<file path="src/hw/rtl/klt_pkg.sv">
`timescale 1ns / 1ps

package klt_pkg;

   localparam int POSITION_WIDTH = 16;
   localparam int MAX_TOKEN_LEN  = 255;
   localparam int KW_COUNT       = 12;
   localparam int KW_TEXT_BYTES  = 11;
   localparam int QPTR_W         = 2;
   localparam int QUEUE_DEPTH    = 1 << QPTR_W;

   typedef logic [POSITION_WIDTH-1:0] pos_type;
   typedef logic [7:0]                byte_type;
   typedef logic [KW_COUNT-1:0]       kw_mask_type;

   localparam logic [4:0] KIND_EOF        = 5'd0;
   localparam logic [4:0] KIND_NUMBER     = 5'd1;
   localparam logic [4:0] KIND_KW0        = 5'd2;
   localparam logic [4:0] KIND_VARIABLE   = 5'd14;
   localparam logic [4:0] KIND_STRING     = 5'd15;
   localparam logic [4:0] KIND_INC        = 5'd16;
   localparam logic [4:0] KIND_DEC        = 5'd17;
   localparam logic [4:0] KIND_GE         = 5'd18;
   localparam logic [4:0] KIND_LE         = 5'd19;
   localparam logic [4:0] KIND_EQ         = 5'd20;
   localparam logic [4:0] KIND_ADD_ASSIGN = 5'd21;
   localparam logic [4:0] KIND_SUB_ASSIGN = 5'd22;
   localparam logic [4:0] KIND_ASSIGN     = 5'd23;
   localparam logic [4:0] KIND_COLON      = 5'd24;
   localparam logic [4:0] KIND_GT         = 5'd25;
   localparam logic [4:0] KIND_LT         = 5'd26;
   localparam logic [4:0] KIND_SEMI       = 5'd27;
   localparam logic [4:0] KIND_ERROR      = 5'd28;

   localparam logic [7:0] ERROR_TEXT_LEN = 8'd13;

   localparam logic [3:0] KW_LEN [KW_COUNT] =
      '{4'd5, 4'd8, 4'd9, 4'd8, 4'd2, 4'd7, 4'd8, 4'd11, 4'd3, 4'd3, 4'd8, 4'd5};

   localparam logic [8*KW_TEXT_BYTES-1:0] KW_TEXT [KW_COUNT] =
      '{"print", "printent", "metablhth", "perimene", "an", "telosan",
        "telosgia", "neosfakelos", "gia", "eos", "ka8arise", "sbyse"};

   typedef struct packed {
      logic [4:0] kind;
      logic [7:0] length;
      pos_type    line;
      pos_type    column;
   } token_type;

   typedef struct packed {
      logic      two;
      token_type first;
      token_type second;
   } entry_type;

   function automatic pos_type pos_inc(input pos_type p);
      return (p == {POSITION_WIDTH{1'b1}}) ? p : p + pos_type'(1);
   endfunction

   function automatic logic [7:0] run_inc(input logic [7:0] r);
      return (r == 8'(MAX_TOKEN_LEN)) ? r : r + 8'd1;
   endfunction

   // Text is right-justified in each literal: first character sits highest.
   function automatic byte_type kw_char(input int k, input logic [3:0] idx);
      int pos;
      pos = int'(KW_LEN[k]) - 1 - int'(idx);
      return KW_TEXT[k][pos*8 +: 8];
   endfunction

endpackage

</file>
<file path="src/hw/rtl/klt_if.sv">
`timescale 1ns / 1ps

interface klt_req_if;
   logic                valid;
   logic                ready;
   klt_pkg::byte_type   source_byte;
   modport source (output valid, output source_byte, input ready);
   modport sink   (input valid, input source_byte, output ready);
endinterface

interface klt_rsp_if;
   logic             valid;
   logic             ready;
   logic [4:0]       token_kind;
   logic [7:0]       token_length;
   klt_pkg::pos_type token_line;
   klt_pkg::pos_type token_column;
   logic             last_of_run;
   modport source (output valid, output token_kind, output token_length,
                   output token_line, output token_column, output last_of_run,
                   input ready);
   modport sink   (input valid, input token_kind, input token_length,
                   input token_line, input token_column, input last_of_run,
                   output ready);
endinterface

</file>
<file path="src/hw/rtl/klt_front.sv">
`timescale 1ns / 1ps

module klt_front (
   input  logic                clock,
   input  logic                reset,
   klt_req_if.sink             req,
   output logic                push_valid,
   output klt_pkg::entry_type  push_entry,
   input  logic                push_ready
);
   import klt_pkg::*;

   typedef enum logic [2:0] {
      MODE_IDLE, MODE_NUMBER, MODE_IDENT, MODE_STRING, MODE_PENDING
   } mode_type;

   typedef struct packed {
      mode_type    mode;
      byte_type    pending;
      logic [7:0]  run;
      kw_mask_type mask;
      pos_type     line;
      pos_type     col;
      pos_type     start;
   } lex_type;

   lex_type st_ff, st_in;
   logic [1:0] n_tok;
   token_type tok0, tok1;

   function automatic kw_mask_type mask_update(input kw_mask_type m, input logic [7:0] r,
                                               input byte_type b);
      kw_mask_type res;
      res = '0;
      for (int k = 0; k < KW_COUNT; k++) begin
         if (m[k] && (r < 8'(KW_LEN[k])) && (kw_char(k, r[3:0]) == b)) res[k] = 1'b1;
      end
      return res;
   endfunction

   function automatic logic [4:0] ident_kind(input kw_mask_type m, input logic [7:0] r);
      logic [4:0] kd;
      kd = KIND_VARIABLE;
      for (int k = KW_COUNT - 1; k >= 0; k--) begin
         if (m[k] && (r == 8'(KW_LEN[k]))) kd = KIND_KW0 + 5'(k);
      end
      return kd;
   endfunction

   function automatic token_type mk(input logic [4:0] kd, input logic [7:0] len,
                                    input pos_type ln, input pos_type cl);
      token_type t;
      t.kind = kd; t.length = len; t.line = ln; t.column = cl;
      return t;
   endfunction

   always_comb begin
      byte_type   b;
      logic       is_dig, is_alp, is_spc;
      logic       clear_st, do_idle, ib_emit;
      logic [4:0] pk;
      token_type  tk_m, tk_i;
      b        = req.source_byte;
      is_dig   = (b >= 8'd48) && (b <= 8'd57);
      is_alp   = ((b >= 8'd65) && (b <= 8'd90)) || ((b >= 8'd97) && (b <= 8'd122));
      is_spc   = (b == 8'd32) || ((b >= 8'd9) && (b <= 8'd13));
      st_in    = st_ff;
      clear_st = 1'b0;
      do_idle  = 1'b0;
      ib_emit  = 1'b0;
      pk       = KIND_EOF;
      tk_m     = '0;
      tk_i     = '0;
      n_tok    = 2'd0;

      case (st_ff.mode)
         MODE_NUMBER: begin
            if (is_dig) begin
               st_in.run = run_inc(st_ff.run);
               st_in.col = pos_inc(st_ff.col);
            end else begin
               tk_m = mk(KIND_NUMBER, st_ff.run, st_ff.start, st_ff.col);
               n_tok = 2'd1;
               clear_st = 1'b1;
               do_idle = 1'b1;
            end
         end
         MODE_IDENT: begin
            if (is_alp || is_dig || (b == "_")) begin
               st_in.mask = mask_update(st_ff.mask, st_ff.run, b);
               st_in.run  = run_inc(st_ff.run);
               st_in.col  = pos_inc(st_ff.col);
            end else begin
               tk_m = mk(ident_kind(st_ff.mask, st_ff.run), st_ff.run, st_ff.start, st_ff.col);
               n_tok = 2'd1;
               clear_st = 1'b1;
               do_idle = 1'b1;
            end
         end
         MODE_STRING: begin
            if (b == 8'd34 || b == 8'd0) begin
               st_in.col = pos_inc(st_ff.col);
               tk_m = mk(KIND_STRING, st_ff.run, st_ff.start, st_in.col);
               n_tok = 2'd1;
               clear_st = 1'b1;
               // end of input inside a string also reports eof
               do_idle = (b == 8'd0);
            end else begin
               if (b == 8'd10) begin
                  st_in.line = pos_inc(st_ff.line);
                  st_in.col  = pos_type'(1);
               end else begin
                  st_in.col = pos_inc(st_ff.col);
               end
               st_in.run = run_inc(st_ff.run);
            end
         end
         MODE_PENDING: begin
            if      (st_ff.pending == "+" && b == "+") pk = KIND_INC;
            else if (st_ff.pending == "-" && b == "-") pk = KIND_DEC;
            else if (st_ff.pending == ">" && b == "=") pk = KIND_GE;
            else if (st_ff.pending == "<" && b == "=") pk = KIND_LE;
            else if (st_ff.pending == "=" && b == "=") pk = KIND_EQ;
            else if (st_ff.pending == "+" && b == "=") pk = KIND_ADD_ASSIGN;
            else if (st_ff.pending == "-" && b == "=") pk = KIND_SUB_ASSIGN;
            n_tok = 2'd1;
            clear_st = 1'b1;
            if (pk != KIND_EOF) begin
               st_in.col = pos_inc(pos_inc(st_ff.col));
               tk_m = mk(pk, 8'd2, st_ff.start, st_in.col);
            end else if (st_ff.pending == "=" || st_ff.pending == ">" ||
                         st_ff.pending == "<") begin
               st_in.col = pos_inc(st_ff.col);
               tk_m = mk((st_ff.pending == "=") ? KIND_ASSIGN :
                         ((st_ff.pending == ">") ? KIND_GT : KIND_LT),
                         8'd1, st_ff.start, st_in.col);
               do_idle = 1'b1;
            end else begin
               // lone + or - is an error at its own column
               tk_m = mk(KIND_ERROR, ERROR_TEXT_LEN, st_ff.start, st_ff.col);
               st_in.col = pos_inc(st_ff.col);
               do_idle = 1'b1;
            end
         end
         default: begin
            do_idle = 1'b1;
         end
      endcase

      if (clear_st || do_idle) begin
         st_in.mode    = MODE_IDLE;
         st_in.pending = '0;
         st_in.run     = '0;
         st_in.mask    = '1;
      end

      if (do_idle) begin
         if (b == 8'd0) begin
            ib_emit = 1'b1;
            tk_i = mk(KIND_EOF, 8'd0, st_in.line, st_in.col);
         end else if (is_spc) begin
            if (b == 8'd10) begin
               st_in.line = pos_inc(st_in.line);
               st_in.col  = pos_type'(1);
            end else begin
               st_in.col = pos_inc(st_in.col);
            end
         end else if (is_dig) begin
            st_in.mode  = MODE_NUMBER;
            st_in.start = st_in.line;
            st_in.run   = 8'd1;
            st_in.col   = pos_inc(st_in.col);
         end else if (is_alp) begin
            st_in.mode  = MODE_IDENT;
            st_in.start = st_in.line;
            st_in.mask  = mask_update('1, 8'd0, b);
            st_in.run   = 8'd1;
            st_in.col   = pos_inc(st_in.col);
         end else if (b == 8'd34) begin
            st_in.mode  = MODE_STRING;
            st_in.start = st_in.line;
            st_in.run   = 8'd0;
            st_in.col   = pos_inc(st_in.col);
         end else if (b == "+" || b == "-" || b == "=" || b == ">" || b == "<") begin
            st_in.mode    = MODE_PENDING;
            st_in.pending = b;
            st_in.start   = st_in.line;
         end else if (b == ":" || b == ";") begin
            st_in.col = pos_inc(st_in.col);
            ib_emit = 1'b1;
            tk_i = mk((b == ":") ? KIND_COLON : KIND_SEMI, 8'd1, st_in.line, st_in.col);
         end else begin
            ib_emit = 1'b1;
            tk_i = mk(KIND_ERROR, ERROR_TEXT_LEN, st_in.line, st_in.col);
            st_in.col = pos_inc(st_in.col);
         end
      end

      if (n_tok == 2'd1) begin
         tok0 = tk_m;
         tok1 = tk_i;
         if (ib_emit) n_tok = 2'd2;
      end else begin
         tok0 = tk_i;
         tok1 = '0;
         if (ib_emit) n_tok = 2'd1;
      end
   end

   assign req.ready         = push_ready;
   assign push_valid        = req.valid && push_ready && (n_tok != 2'd0);
   assign push_entry.two    = (n_tok == 2'd2);
   assign push_entry.first  = tok0;
   assign push_entry.second = tok1;

   always_ff @(posedge clock) begin
      if (reset) begin
         st_ff.mode    <= MODE_IDLE;
         st_ff.pending <= '0;
         st_ff.run     <= '0;
         st_ff.mask    <= '1;
         st_ff.line    <= pos_type'(1);
         st_ff.col     <= pos_type'(1);
         st_ff.start   <= pos_type'(1);
      end else if (req.valid && push_ready) begin
         st_ff <= st_in;
      end
   end

endmodule

</file>
<file path="src/hw/rtl/klt_queue.sv">
`timescale 1ns / 1ps

module klt_queue (
   input  logic                clock,
   input  logic                reset,
   input  logic                push_valid,
   input  klt_pkg::entry_type  push_entry,
   output logic                push_ready,
   output logic                pop_valid,
   output klt_pkg::entry_type  pop_entry,
   input  logic                pop
);
   import klt_pkg::*;

   entry_type         q_ff [QUEUE_DEPTH];
   logic [QPTR_W-1:0] wr_ptr_ff, rd_ptr_ff;
   logic [QPTR_W:0]   count_ff, count_in;

   assign push_ready = (count_ff != (QPTR_W+1)'(QUEUE_DEPTH));
   assign pop_valid  = (count_ff != '0);
   assign pop_entry  = q_ff[rd_ptr_ff];

   always_comb begin
      count_in = count_ff;
      if (push_valid && !pop) count_in = count_ff + (QPTR_W+1)'(1);
      else if (!push_valid && pop) count_in = count_ff - (QPTR_W+1)'(1);
   end

   always_ff @(posedge clock) begin
      if (push_valid) q_ff[wr_ptr_ff] <= push_entry;
      if (reset) begin
         wr_ptr_ff <= '0;
         rd_ptr_ff <= '0;
         count_ff  <= '0;
      end else begin
         if (push_valid) wr_ptr_ff <= wr_ptr_ff + QPTR_W'(1);
         if (pop)        rd_ptr_ff <= rd_ptr_ff + QPTR_W'(1);
         count_ff <= count_in;
      end
   end

endmodule

</file>
<file path="src/hw/rtl/klt_back.sv">
`timescale 1ns / 1ps

module klt_back (
   input  logic                clock,
   input  logic                reset,
   input  logic                entry_valid,
   input  klt_pkg::entry_type  entry,
   output logic                pop,
   klt_rsp_if.source           rsp
);
   import klt_pkg::*;

   entry_type cur_ff;
   logic      have_ff, phase_ff;
   logic      last, xfer;
   token_type tok;

   assign tok  = phase_ff ? cur_ff.second : cur_ff.first;
   assign last = phase_ff || !cur_ff.two;
   assign xfer = have_ff && rsp.ready;
   // load the next entry when empty or when the final token leaves
   assign pop  = entry_valid && (!have_ff || (xfer && last));

   assign rsp.valid        = have_ff;
   assign rsp.token_kind   = tok.kind;
   assign rsp.token_length = tok.length;
   assign rsp.token_line   = tok.line;
   assign rsp.token_column = tok.column;
   assign rsp.last_of_run  = last;

   always_ff @(posedge clock) begin
      if (pop) cur_ff <= entry;
      if (reset) begin
         have_ff  <= 1'b0;
         phase_ff <= 1'b0;
      end else if (pop) begin
         have_ff  <= 1'b1;
         phase_ff <= 1'b0;
      end else if (xfer) begin
         if (last) have_ff <= 1'b0;
         else      phase_ff <= 1'b1;
      end
   end

endmodule

</file>
<file path="src/hw/rtl/keyword_lexer_tokenizer_core.sv">
`timescale 1ns / 1ps

// Streaming tokenizer: one source byte is taken per cycle whenever the
// four-entry result queue between the lexer front and the output stage has
// room. A byte yields zero, one or two tokens; tokens leave at one per cycle
// from the registered output stage while the response channel is ready, and
// a byte that closes one token and reports another sends both in turn. The
// input sustains one byte per cycle while tokens stay at one per cycle or less.
module keyword_lexer_tokenizer_core (
   input  logic      clock,
   input  logic      reset,
   klt_req_if.sink   req_channel,
   klt_rsp_if.source rsp_channel
);
   import klt_pkg::*;

   logic      push_valid, push_ready, pop_valid, pop;
   entry_type push_entry, pop_entry;

   klt_front u_front (
      .clock      (clock),
      .reset      (reset),
      .req        (req_channel),
      .push_valid (push_valid),
      .push_entry (push_entry),
      .push_ready (push_ready)
   );

   klt_queue u_queue (
      .clock      (clock),
      .reset      (reset),
      .push_valid (push_valid),
      .push_entry (push_entry),
      .push_ready (push_ready),
      .pop_valid  (pop_valid),
      .pop_entry  (pop_entry),
      .pop        (pop)
   );

   klt_back u_back (
      .clock       (clock),
      .reset       (reset),
      .entry_valid (pop_valid),
      .entry       (pop_entry),
      .pop         (pop),
      .rsp         (rsp_channel)
   );

endmodule
</file>
<file path="src/flat_wrapper.sv">
// flat-port wrapper written by rule: the top's interface ports become plain ports
module keyword_lexer_tokenizer_core_flat import klt_pkg::*;
  (clock, reset, req_channel_valid, req_channel_source_byte, req_channel_ready, rsp_channel_valid, rsp_channel_token_kind, rsp_channel_token_length, rsp_channel_token_line, rsp_channel_token_column, rsp_channel_last_of_run, rsp_channel_ready);
  klt_req_if req_channel_i ();
  klt_rsp_if rsp_channel_i ();
  input  logic clock;
  input  logic reset;
  input wire logic [$bits(req_channel_i.valid)-1:0] req_channel_valid;
  input wire logic [$bits(req_channel_i.source_byte)-1:0] req_channel_source_byte;
  output wire logic [$bits(req_channel_i.ready)-1:0] req_channel_ready;
  output wire logic [$bits(rsp_channel_i.valid)-1:0] rsp_channel_valid;
  output wire logic [$bits(rsp_channel_i.token_kind)-1:0] rsp_channel_token_kind;
  output wire logic [$bits(rsp_channel_i.token_length)-1:0] rsp_channel_token_length;
  output wire logic [$bits(rsp_channel_i.token_line)-1:0] rsp_channel_token_line;
  output wire logic [$bits(rsp_channel_i.token_column)-1:0] rsp_channel_token_column;
  output wire logic [$bits(rsp_channel_i.last_of_run)-1:0] rsp_channel_last_of_run;
  input wire logic [$bits(rsp_channel_i.ready)-1:0] rsp_channel_ready;
  assign req_channel_i.valid = req_channel_valid;
  assign req_channel_i.source_byte = req_channel_source_byte;
  assign req_channel_ready = req_channel_i.ready;
  assign rsp_channel_valid = rsp_channel_i.valid;
  assign rsp_channel_token_kind = rsp_channel_i.token_kind;
  assign rsp_channel_token_length = rsp_channel_i.token_length;
  assign rsp_channel_token_line = rsp_channel_i.token_line;
  assign rsp_channel_token_column = rsp_channel_i.token_column;
  assign rsp_channel_last_of_run = rsp_channel_i.last_of_run;
  assign rsp_channel_i.ready = rsp_channel_ready;
  keyword_lexer_tokenizer_core u_core (.clock(clock), .reset(reset), .req_channel(req_channel_i), .rsp_channel(rsp_channel_i));
endmodule
</file>
<file path="config.mk">
export PLATFORM = sky130hd
export DESIGN_NAME = keyword_lexer_tokenizer_core_flat
export DESIGN_NICKNAME = d
export VERILOG_FILES = /design/src/hw/rtl/klt_pkg.sv /design/src/hw/rtl/klt_if.sv /design/src/hw/rtl/klt_front.sv /design/src/hw/rtl/klt_queue.sv /design/src/hw/rtl/klt_back.sv /design/src/hw/rtl/keyword_lexer_tokenizer_core.sv /design/src/flat_wrapper.sv
export SDC_FILE = /design/constraint.sdc
export NUM_CORES = 1
export LEC_CHECK = 0
export BUFFER_PORTS_ARGS = -buffer_cell sky130_fd_sc_hd__buf_2
export CORE_MARGIN = 5
export CORE_UTILIZATION = 40
export DETAILED_ROUTE_END_ITERATION = 7
export GPL_TIMING_DRIVEN = 0
export PLACE_DENSITY = 0.61
export SYNTH_ARGS = -nofsm -noshare
export SYNTH_HDL_FRONTEND = slang
export SYNTH_HIERARCHICAL = 1
export SYNTH_SLANG_ARGS = --single-unit
</file>
<file path="constraint.sdc">
create_clock -name clock -period 7.4 [get_ports clock]
set_input_delay 1.11 -clock clock [delete_from_list [all_inputs] [get_ports clock]]
set_output_delay 1.11 -clock clock [all_outputs]
set_load 0.1 [all_outputs]
</file>
Yosys cells after proc, flatten, opt, wreduce, memory -nomap -nowiden
Memories as Yosys holds them, arrays and structs flattened. A register that Yosys moved wholly into a read port is not among the register bits.
Cells that the tools add are included.
{"block": "word_totals", "register_bits": 88, "mem_bits_rw": 364, "in_bits": 12, "out_inout_bits": 48, "elab_cells": 337, "memories": 1}
{"memory": "u_core.u_queue.q_ff", "depth": 4, "word_bits": 91, "rd": 1, "rd_clocked_by_memory_dff": 1, "wr": 1, "line_no": "klt_queue.sv:15", "text": "entry_type q_ff [QUEUE_DEPTH];"}
{"block": "classes", "n_addsub": 17, "order_cmp": 15, "n_eq_ne": 57, "n_shift": 12, "muxes": 135, "bitwise": 3, "n_reduce_logical": 85}
{"cell": "88-bit by 8-bit variable part select with 8-bit output, first input constant", "count": 12}
{"cell": "45-bit two-way mux", "count": 12}
{"cell": "16-bit two-way mux", "count": 20}
{"cell": "45-bit one-hot mux with 4 select lines", "count": 1}
{"cell": "79-bit two-way mux", "count": 2}
{"cell": "8-bit by 6-bit equality test with 1-bit output, second input constant", "count": 14}
{"cell": "8-bit equality test", "count": 12}
{"cell": "32-bit two-way mux", "count": 3}
{"cell": "5-bit two-way mux", "count": 19}
{"cell": "44-bit two-way mux", "count": 2}
{"cell": "16-bit by 1-bit adder with 16-bit output, second input constant", "count": 5}
{"cell": "16-bit equality test, second input constant", "count": 5}
{"cell": "7-bit by 8-bit equality test with 1-bit output, first input constant", "count": 9}
{"cell": "8-bit two-way mux", "count": 9}
{"cell": "16-bit one-hot mux with 4 select lines", "count": 1}
{"cell": "31-bit two-way mux", "count": 2}
{"cell": "1-bit logical AND", "count": 54}
{"cell": "43-bit two-way mux", "count": 1}
{"cell": "1-bit two-way mux", "count": 41}
{"cell": "41-bit two-way mux", "count": 1}
{"cell": "12-bit two-way mux", "count": 3}
{"cell": "8-bit by 4-bit equality test with 1-bit output, second input constant", "count": 4}
{"cell": "8-bit by 4-bit < comparator with 1-bit output, second input constant", "count": 3}
{"cell": "8-bit one-hot mux with 3 select lines", "count": 1}
{"cell": "other kinds (44)", "count": 88}

Logic depth before layout (Yosys ltp)
Gate-level depths: netlist of the first run.
{"block": "logic_depth", "depth_word": 24, "depth_mapped": 23}

Cells and area by module
Netlist of the first run, hierarchy kept.
{"module": "klt_queue", "instances": 1, "cells_per_inst": 520, "area_each_um2": 13650.6}
{"module": "klt_front", "instances": 1, "cells_per_inst": 1698, "area_each_um2": 11080.6}
{"module": "klt_back", "instances": 1, "cells_per_inst": 153, "area_each_um2": 3387.0}

Worst setup path before layout of the first run
OpenSTA, ideal clock, no wires.
{"block": "synth_path", "path_kind": "input-to-reg", "from": "input port rsp_channel_ready", "to": "register u_core.u_queue.count_ff[2]", "setup_ps": 70, "t_arrival_ps": 7021, "required_time_ps": 7330, "slack_ps": 309, "stages": 9, "n_path_buf": 0, "path_cell_list": "nand2_1 a21oi_1 inv_1 ha_1 inv_1 fa_1 xor2_1 or3_1 a21oi_1"}
{"block": "synth_between", "elab_chain_len": 7, "word_cells_on_any_way": 9, "cone_classes": "1 x mux; 8 x reduce/logical"}
{"item": "start: declaration", "line_no": "flat_wrapper.sv:17", "text": "input wire logic [$bits(rsp_channel_i.ready)-1:0] rsp_channel_ready;"}
{"item": "1-bit logical AND *", "line_no": "klt_back.sv:20", "text": "assign xfer = have_ff && rsp.ready;"}
{"item": "1-bit logical AND *", "line_no": "klt_back.sv:22", "text": "assign pop = entry_valid && (!have_ff || (xfer && last));"}
{"item": "1-bit logical OR *", "line_no": "klt_back.sv:22"}
{"item": "1-bit logical AND *", "line_no": "klt_back.sv:22"}
{"item": "net u_core.pop", "line_no": "keyword_lexer_tokenizer_core.sv:17", "text": "logic push_valid, push_ready, pop_valid, pop;"}
{"item": "1-bit logical NOT", "line_no": "klt_queue.sv:25", "text": "if (push_valid && !pop) count_in = count_ff + (QPTR_W+1)'(1);"}
{"item": "1-bit logical AND", "line_no": "klt_queue.sv:25"}
{"item": "3-bit two-way mux / 2-bit nonzero test (equally long branches)"}
{"item": "end signal: assignment", "line_no": "klt_queue.sv:38", "text": "count_ff <= count_in;"}
{"item": "end: declaration", "line_no": "klt_queue.sv:17", "text": "logic [QPTR_W:0] count_ff, count_in;"}
The timed path passes the listed nets; every way through them passes the cells marked *.
A chain may end at the register's enable or synchronous reset.

==> flow_metrics.env, run 1 <==
export IMPL_slew_limit_headroom=0.146
export IMPL_setup_violations=0
export IMPL_synthFlopType="edfxtp_1"
export IMPL_ys_ff_latch=545
export IMPL_fin_skew_ps=26.1
export IMPL_tns_ps=0
export IMPL_multi_input_area_um2=11700
export IMPL_p_seq_frac=0.405
export IMPL_cts_root_buf="clkbuf_16"
export IMPL_arrival_ps=7450
export IMPL_synthesis_instances=2371
export IMPL_leakage_uw=0.0103
export IMPL_final_common_cell="edfxtp_1"
export IMPL_yosysSeqAreaShare=0.550
export IMPL_clock_sinks=545
export IMPL_overflow=0
export IMPL_via_per_inst=6.12
export IMPL_fin_area_um2=31600
export IMPL_slowest_delay_ps=870
export IMPL_drc=0
export IMPL_min_period_over_period=0.971
export IMPL_swShare=0.366
export IMPL_slew_viol_final=0
export IMPL_cts_max_path_buffers=3
export IMPL_maxCapViolCount=0
export IMPL_synth_warning_count=6
export IMPL_grtUsageTotal=0.234
export IMPL_internal_power_uw=6400
export IMPL_antenna_found_initial=1
export IMPL_synth_area_top_cells="edfxtp_1 49%, mux4_2 7.3%, dfxtp_1 6.4%"
export IMPL_seq_area_um2=15500
export IMPL_rsz0062_at_grt="no"
export IMPL_slowest_stage="nor4_4"
export IMPL_rr_startpoint="u_core/u_front/st_ff[30]"
export IMPL_hold_viol=0
export IMPL_dieHeight_um=275
export IMPL_ctsHtreeMaxLevel=2
export IMPL_drt_iter0_drc=2112
export IMPL_clk_pin_slew_ps=70
export IMPL_p_per_area_nw_per_um2=319
export IMPL_dp_hpwl_um=65800
export IMPL_dieArea_um2=75700
export IMPL_synth_edf_count=455
export IMPL_cts_tree="yes"
export IMPL_fmax_mhz=139
export IMPL_diodes=0
export IMPL_worst_path_buf_inv=2
export IMPL_period_needed_ps=7190
export IMPL_die_x_um=275
export IMPL_layout_common_cells="455 x edfxtp_1, 231 x nor2_1, 195 x nand2_1, 122 x clkbuf_1, 120 x o21ai_0"
export IMPL_drt_wl_total_um=90800
export IMPL_r2r_setup_slack_ps=210
export IMPL_synth_top_area_frac=0.486
export IMPL_port_buffers=54
export IMPL_core_area_um2=69900
export IMPL_crit_type="reg -> reg"
export IMPL_rows=97
export IMPL_worstHoldPathType="reg -> reg"
export IMPL_start_util=0.402
export IMPL_hp_start="u_core/u_front/st_ff[53]"
export IMPL_crit_chain="buf_2, nand4_1, nor4_4, xnor2_1, ha_1, o2111ai_2, nor4_2, nand3_2, a22oi_1, nand2_1, ha_1, o31ai_1, nor4b_4, and3_1, clkbuf_1, nand3_2, nand2_1, o21ai_0, o21ai_1"
export IMPL_post_dp_cell_area_um2=29800
export IMPL_grt_pass1_vias=20600
export IMPL_synth_top_area_cell="edfxtp_1"
export IMPL_dr_total_vias=21300
export IMPL_p_clk_frac=0.272
export IMPL_grt_max_degree=54
export IMPL_avgRoutedWirePerCell_um=26.1
export IMPL_syn_area_per_cell_um2=11.9
export IMPL_ios=60
export IMPL_combinationalPowerShare=0.324
export IMPL_cp_required_ps=7660
export IMPL_syn_to_final_growth_pct=12.5
export IMPL_crit_family="simple AND/OR/NAND/NOR gates"
export IMPL_synth_cell_area_um2=28100
export IMPL_nNetsFinal=2525
export IMPL_grt_pass1_wl_um=135000
export IMPL_status="finished, final reports clean"
export IMPL_ir_drop_v=0.000339
export IMPL_synth_async_reset_ratio=0
export IMPL_worst_slew_pin_slew_ps=1270
export IMPL_p_switching_uw=3690
export IMPL_routabilityCongestion=0.977
export IMPL_n_fill_cell=6415
export IMPL_postCtsSetupBuffers=0
export IMPL_crit_fanout=10
export IMPL_ys_types=103
export IMPL_numCtsBuffers=55
export IMPL_dr_pass1_iters=6
export IMPL_startpoint="u_core/u_front/st_ff[30]"
export IMPL_layout_drive_gt1_share=0.157
export IMPL_end_kind="register"
export IMPL_final_antenna_net_count=0
export IMPL_start_kind="register"
export IMPL_clk_insertion_delay_late_ps=620
-- power by group through the flow --
stage	Combinational [uW]	Clock [uW]	Sequential (uW)
6_report	3260	2740	4080
5_1_grt	3430	2930	4120
4_1_cts	3290	2800	4090
3_5_place_dp	3280	0	4150
3_3_place_gp	3200	0	4230
2_1_floorplan	2490	0	4160
-- worst min-delay path, delay by kind of cell (launching register included) --
kind             cells  cell delay [ps]
DFF                  1              320
and+or+nand+nor      2               90
-- metal layers --
metal / vias up / part of all wire / GRT usage
met5: - / 0.000077 / 0
met4: 2 / 0.027 / 0.0614
met3: 155 / 0.076 / 0.0348
met2: 1001 / 0.47 / 0.381
met1: 10700 / 0.43 / 0.331
li1: 9449 / - / -
-- per-stage QoR --
step / instances / hold slack (ps) / util / power (uW) / setup WS, ps
final: 3476 / 456 / 0.453 / 10100 / 211
after global routing: 3476 / 468 / 0.453 / 10500 / 16.0
after CTS: 3476 / 459 / 0.452 / 10200 / 96.8
after detailed placement: 3377 / 448 / 0.426 / 7430 / -255
after global placement: 3369 / 438 / 0.423 / 7430 / -2830
after floorplan: 2375 / 422 / - / 6650 / 309
-- final timing paths --
check,depth (start not counted),endpoint
max reg2reg,19,u_core/u_queue/q_ff[3][47]
min,2,u_core/u_front/st_ff[53]
max,19,u_core/u_queue/q_ff[3][47]
min reg2reg,2,u_core/u_front/st_ff[53]
-- synth_stat cells, types with 32 or more instances --
cell type,count
nand2_1,195
nand4_1,32
o21ai_0,122
clkbuf_1,112
a211oi_1,34
a21oi_1,112
mux2_2,50
nor2_1,231
nand3_1,76
dfxtp_1,90
nor3_1,59
edfxtp_1,455
xnor2_1,62
mux4_2,91
-- registers in the layout, indices dropped and copies added, names as in the netlist, named ones only --
signal,cells
u_core/u_front/st_ff,79
u_core/u_queue/wr_ptr_ff,2
u_core/u_queue/count_ff,3
u_core/u_back/phase_ff,1
u_core/u_back/rsp.valid,1
u_core/u_queue/rd_ptr_ff,2
u_core/u_back/cur_ff,91
u_core/u_queue/q_ff,364
-- kinds of logic (layout without fill, tap and decap cells) --
| kind of cell | Yosys count | after routing | share of synthesized area |
|---|---|---|---|
| adders and majority gates | 19 | 19 | 0.00872 |
| buffers and inverters | 214 | 375 | 0.0383 |
| AOI/OAI and AO/OA | 564 | 564 | 0.137 |
| other | 1 | 5 | 0.000133 |
| and+or+nand+nor | 787 | 787 | 0.141 |
| xor gates and xnor gates | 79 | 79 | 0.0246 |
| muxes | 162 | 162 | 0.100 |
| DFF | 545 | 545 | 0.550 |
-- timing repair --
action,CTS,global route
endpoints found under the setup margin,28,61
pin swaps,0,1
resized for setup,3,7
hold buffers,0,0
-- layout make-up --
class | instances | share of cell area
inverters | 33 | 0.00391
repair buffers | 63 | 0.0144
clock buffers | 66 | 0.0448
clock inverters | 33 | 0.0117
flip-flops and latches | 545 | 0.489
multi-input cells | 1616 | 0.369
plain buffers | 180 | 0.0300
well taps | 940 | 0.0372
(Power assumes the default switching activity.)
==> inputs of run 2 (changes only) <==
--- a/config.mk
+++ b/config.mk
@@ -7,10 +7,11 @@
 export LEC_CHECK = 0
 export BUFFER_PORTS_ARGS = -buffer_cell sky130_fd_sc_hd__buf_2
 export CORE_MARGIN = 5
-export CORE_UTILIZATION = 40
+export CORE_UTILIZATION = 55
+export CTS_BUF_LIST = sky130_fd_sc_hd__clkbuf_4
 export DETAILED_ROUTE_END_ITERATION = 7
 export GPL_TIMING_DRIVEN = 0
-export PLACE_DENSITY = 0.61
+export PLACE_DENSITY = 0.78
 export SYNTH_ARGS = -nofsm -noshare
 export SYNTH_HDL_FRONTEND = slang
 export SYNTH_HIERARCHICAL = 1
==> flow_metrics.env, run 2 (same netlist as run 1, synthesis figures left out) <==
export IMPL_layout_common_cells="455 x edfxtp_1, 231 x nor2_1, 195 x nand2_1, 188 x clkbuf_4, 119 x o21ai_0"
export IMPL_arrival_ps=8040
export IMPL_drt_iter0_drc=2937
export IMPL_routabilityCongestion=1.02
export IMPL_hp_start="rsp_channel_ready"
export IMPL_dr_pass1_iters=7
export IMPL_largest_reg_flops=364
export IMPL_slew_viol_final=0
export IMPL_final_antenna_net_count=0
export IMPL_cts_tree="yes"
export IMPL_post_cts_resized=2
export IMPL_ir_drop_v=0.000252
export IMPL_postCtsSetupBuffers=0
export IMPL_syn_to_final_growth_pct=11.4
export IMPL_maxCapViolCount=0
export IMPL_die_x_um=236
export IMPL_overflow=0
export IMPL_grt_pass1_wl_um=136000
export IMPL_fin_area_um2=31300
export IMPL_ctsHtreeMaxLevel=4
export IMPL_grtUsageTotal=0.322
export IMPL_hold_worst_slack_ps=456
export IMPL_ios=60
export IMPL_port_buffers=54
export IMPL_grt_pass1_vias=21700
export IMPL_worstHoldPathType="in -> reg"
export IMPL_period_needed_ps=7260
export IMPL_nNetsFinal=2604
export IMPL_rsz0062_at_grt="no"
export IMPL_dp_hpwl_um=64400
export IMPL_leakage_uw=0.0105
export IMPL_startpoint="u_core/u_front/st_ff[16]"
export IMPL_cts_root_buf="clkbuf_4"
export IMPL_cts_max_path_buffers=3
export IMPL_rows=82
export IMPL_end_kind="register"
export IMPL_antenna_found_initial=5
export IMPL_final_common_cell="edfxtp_1"
export IMPL_cp_required_ps=8180
export IMPL_numCtsBuffers=134
export IMPL_start_kind="register"
export IMPL_crit_fanout=10
export IMPL_setup_violations=0
export IMPL_crit_type="reg -> reg"
export IMPL_dr_total_vias=22500
export IMPL_clk_pin_slew_ps=60
export IMPL_dieArea_um2=55700
export IMPL_core_area_um2=50400
export IMPL_rr_startpoint="u_core/u_front/st_ff[16]"
export IMPL_min_period_over_period=0.981
export IMPL_grt_max_degree=57
export IMPL_fin_skew_ps=76.5
export IMPL_dieHeight_um=236
export IMPL_regMostFlops="u_core/u_queue/q_ff"
export IMPL_p_per_area_nw_per_um2=320
export IMPL_post_dp_cell_area_um2=29500
export IMPL_slew_limit_headroom=0.0324
export IMPL_drt_wl_total_um=92000
export IMPL_largestRegisters="u_core/u_queue/q_ff: 364 flops, u_core/u_back/cur_ff: 91 flops, u_core/u_front/st_ff: 79 flops"
export IMPL_clk_insertion_delay_late_ps=950
export IMPL_hold_viol=0
export IMPL_postCtsHoldBufs=0
export IMPL_start_util=0.558
export IMPL_status="finished, final reports clean"
export IMPL_worst_slew_pin_slew_ps=1440
export IMPL_drc=0
export IMPL_via_per_inst=6.73
export IMPL_layout_drive_gt1_share=0.199
export IMPL_fmax_mhz=138
export IMPL_avgRoutedWirePerCell_um=27.5
export IMPL_clock_sinks=545
## run 2: cell types whose count changed in the layout (fill, tap and decap cells not counted), moves of 3 or more
cell,before,now
clkinv_2,13,9
clkbuf_4,1,188
clkinv_1,8,24
clkbuf_1,122,112
clkinv_4,1,5
diode_2,0,3
clkbuf_16,55,0
## run 2: worst paths after layout
| kind | end | slack (ps) | cells after the start |
|---|---|---|---|
| min | u_core/u_back/rsp.valid | 460 | 2 |
| min reg2reg | u_core/u_front/st_ff[53] | 460 | 2 |
| max reg2reg | u_core/u_front/st_ff[26] | 140 | 20 |
| max | u_core/u_front/st_ff[26] | 140 | 20 |
## run 2: power breakdown
| part | switching (uW) | internal [uW] | total (uW) |
|---|---|---|---|
| Sequential | 190 | 3940 | 4130 |
| Clock | 1230 | 1370 | 2600 |
| Combinational | 2400 | 911 | 3310 |
## run 2: area by class of cell
cell class / count / area (um2)
diodes: 3 / 7.51
plain buffers: 181 / 953
clock buffers: 188 / 1410
clock inverters: 47 / 379
fillers: 3776 / 19000
inverters: 33 / 124
multi-input cells: 1616 / 11700
flip-flops and latches: 545 / 15500
well taps: 672 / 841
repair buffers: 62 / 455
## run 2: critical path, cell delays in order, from the launching register on
cell and delay [ps]:
dfxtp_1 410, ha_1 160, buf_2 190, and3_1 170, clkbuf_1 290, nand4_4 300, mux2i_1 290, inv_1 190
ha_1 370, o2111ai_2 390, or4_1 590, buf_2 200, o31ai_1 400, mux2_2 420, o21ai_0 420, buf_2 380
nand4_1 410, a2111oi_4 550, mux2i_1 380, a221oi_1 130, nor3_1 420
## run 2: layer usage
| metal | share of wire | routed length, um | vias to the layer above | GRT usage |
|---|---|---|---|---|
| met5 | 0 | 0 | - | 0 |
| met4 | 0.037 | 3390 | 0 | 0.116 |
| met3 | 0.11 | 9740 | 243 | 0.0746 |
| met2 | 0.47 | 43400 | 1559 | 0.515 |
| met1 | 0.39 | 35500 | 11000 | 0.435 |
| li1 | - | - | 9713 | - |
## run 2: metrics by stage
stage | util | total power (uW) | setup TNS, ps | instances | setup slack (ps)
final | 0.622 | 10000 | 0 | 3347 | 140
after detailed placement | 0.585 | 7440 | -2080 | 3109 | -260
after CTS | 0.621 | 10100 | 0 | 3344 | 40.9
after floorplan | - | 6650 | 0 | 2375 | 309
after global routing | 0.622 | 10400 | 0 | 3346 | 34.4
after global placement | 0.581 | 7330 | -1014110 | 3101 | -2410
==> inputs of run 3 (changes only) <==
--- a/config.mk
+++ b/config.mk
@@ -7,11 +7,11 @@
 export LEC_CHECK = 0
 export BUFFER_PORTS_ARGS = -buffer_cell sky130_fd_sc_hd__buf_2
 export CORE_MARGIN = 5
-export CORE_UTILIZATION = 55
+export CORE_UTILIZATION = 59
 export CTS_BUF_LIST = sky130_fd_sc_hd__clkbuf_4
 export DETAILED_ROUTE_END_ITERATION = 7
 export GPL_TIMING_DRIVEN = 0
-export PLACE_DENSITY = 0.78
+export PLACE_DENSITY = 0.83
 export SYNTH_ARGS = -nofsm -noshare
 export SYNTH_HDL_FRONTEND = slang
 export SYNTH_HIERARCHICAL = 1
==> flow_metrics.env, run 3 (same netlist as run 1, synthesis figures left out) <==
export IMPL_clock_sinks=545
export IMPL_finalPower_uw=10300
export IMPL_grt_max_degree=54
export IMPL_use_met1=0.482
export IMPL_status="finished, violations left"
export IMPL_ir_drop_v=0.000197
export IMPL_via_per_inst=7.03
export IMPL_rows=80
export IMPL_p_per_area_nw_per_um2=328
export IMPL_setup_violations=0
export IMPL_clk_insertion_delay_late_ps=980
export IMPL_grt_use_met3=0.0887
export IMPL_largest_reg_flops=364
export IMPL_grt_pass1_wl_um=144000
export IMPL_dr_total_vias=23200
export IMPL_drt_iter0_drc=3502
export IMPL_fmax_mhz=142
export IMPL_nNetsFinal=2607
export IMPL_failed_checks="design-rule violations, max-capacitance violations"
export IMPL_layout_common_cells="455 x edfxtp_1, 231 x nor2_1, 205 x clkbuf_4, 195 x nand2_1, 120 x o21ai_0"
export IMPL_post_place_ws_ps=-264
export IMPL_hold_worst_slack_ps=427
export IMPL_cts_max_path_buffers=3
export IMPL_grt_busiest_layer="met2"
export IMPL_final_common_cell="edfxtp_1"
export IMPL_largestRegisters="u_core/u_queue/q_ff: 364 flops, u_core/u_back/cur_ff: 91 flops, u_core/u_front/st_ff: 79 flops"
export IMPL_avgRoutedWirePerCell_um=29.4
export IMPL_period_needed_ps=7050
export IMPL_slew_limit_headroom=0.00668
export IMPL_layout_drive_gt1_share=0.201
export IMPL_ios=60
export IMPL_grt_pass1_vias=22500
export IMPL_drt_wl_total_um=96800
export IMPL_slowest_delay_ps=540
export IMPL_port_buffers=54
export IMPL_leakage_uw=0.0105
export IMPL_hold_viol=0
export IMPL_clk_pin_slew_ps=70
export IMPL_crit_top_cell="ha_1"
export IMPL_routabilityCongestion=0.997
export IMPL_grtUsageTotal=0.364
export IMPL_die_x_um=228
export IMPL_dieHeight_um=228
export IMPL_worst_slew_pin_slew_ps=1480
export IMPL_arrival_ps=7740
export IMPL_slew_viol_final=0
export IMPL_finalNonFillerCells=3296
export IMPL_dieArea_um2=52100
export IMPL_syn_to_final_growth_pct=11.3
export IMPL_worstHoldPathType="in -> reg"
export IMPL_ctsHtreeMaxLevel=4
export IMPL_dr_pass1_iters=8
export IMPL_fin_skew_ps=89.8
export IMPL_final_antenna_net_count=0
export IMPL_core_area_um2=47400
export IMPL_cts_tree="yes"
export IMPL_placedCellCount=3053
export IMPL_slowest_stage="or4_1"
export IMPL_tns_ps=0
export IMPL_overflow=0
export IMPL_dp_hpwl_um=64100
export IMPL_start_kind="register"
export IMPL_drc=4
export IMPL_antenna_found_initial=6
export IMPL_end_kind="register"
export IMPL_cts_root_buf="clkbuf_4"
export IMPL_crit_chain="ha_1, buf_2, and3_1, clkbuf_1, nand4_4, mux2i_1, inv_1, ha_1, o2111ai_4, or4_1, buf_2, nor4_4, a22oi_1, nand2_1, ha_1, o31ai_1, nor4b_4, and3_1, clkbuf_1, nand3_2, nand2_1, o21ai_0, nor2_1"
export IMPL_rsz0062_at_grt="no"
export IMPL_min_period_over_period=0.953
export IMPL_use_met2=0.582
export IMPL_cp_required_ps=8090
export IMPL_regMostFlops="u_core/u_queue/q_ff"
export IMPL_crit_type="reg -> reg"
export IMPL_numCtsBuffers=136
export IMPL_start_util=0.593
export IMPL_postCtsSetupBuffers=0
export IMPL_fin_ws_ps=350
export IMPL_maxCapViolCount=1
export IMPL_crit_fanout=10
run 3: critical path, delay by kind of cell, from the launching register on:
| kind | cells | cell delay [ps] |
|---|---|---|
| compound gates | 4 | 860 |
| fa+ha+maj | 3 | 860 |
| buf+inv | 5 | 1170 |
| flops | 1 | 380 |
| mux | 1 | 340 |
| simple gates | 10 | 3150 |
run 3: through the flow:
stage	util	cell area, um2
finish	0.660	31300
global route	0.660	31300
CTS	0.658	31200
detailed placement	0.620	29400
global placement	0.615	29200
floorplan	-	28100
run 3: metal layers:
metal	vias to the layer above	wire (um)
met5	-	27
met4	4	4570
met3	353	11200
met2	1916	45400
met1	11200	35600
li1	9699	-
run 3: final timing paths:
path / depth (start not counted) / slack, ps / start / endpoint
setup reg to reg: 23 / 350 / u_core/u_front/st_ff[16] / u_core/u_queue/q_ff[1][2]
setup / recovery: 23 / 350 / u_core/u_front/st_ff[16] / u_core/u_queue/q_ff[1][2]
hold / removal: 2 / 430 / rsp_channel_ready / u_core/u_back/rsp.valid
hold reg to reg: 2 / 460 / u_core/u_front/st_ff[53] / u_core/u_front/st_ff[53]
run 3: layout make-up:
cell class	count	area, um2
fill	3388	16100
sequential	545	15500
multi-input combinational	1616	11700
clock buffer	205	1540
buffer	181	953
tap	615	769
timing repair buffer	63	490
clock inverter	35	258
inverter	33	124
antenna	3	7.51
run 3: what timing repair did:
action                     CTS  global route
setup endpoints to repair   16           100
hold buffers                 0             0
gates resized for setup      3            10
run 3: report_power, final:
group	switching, uW	leakage, uW	internal (uW)
registers	210	0.00502	3940
logic	2490	0.00446	940
clock network	1310	0.00106	1380
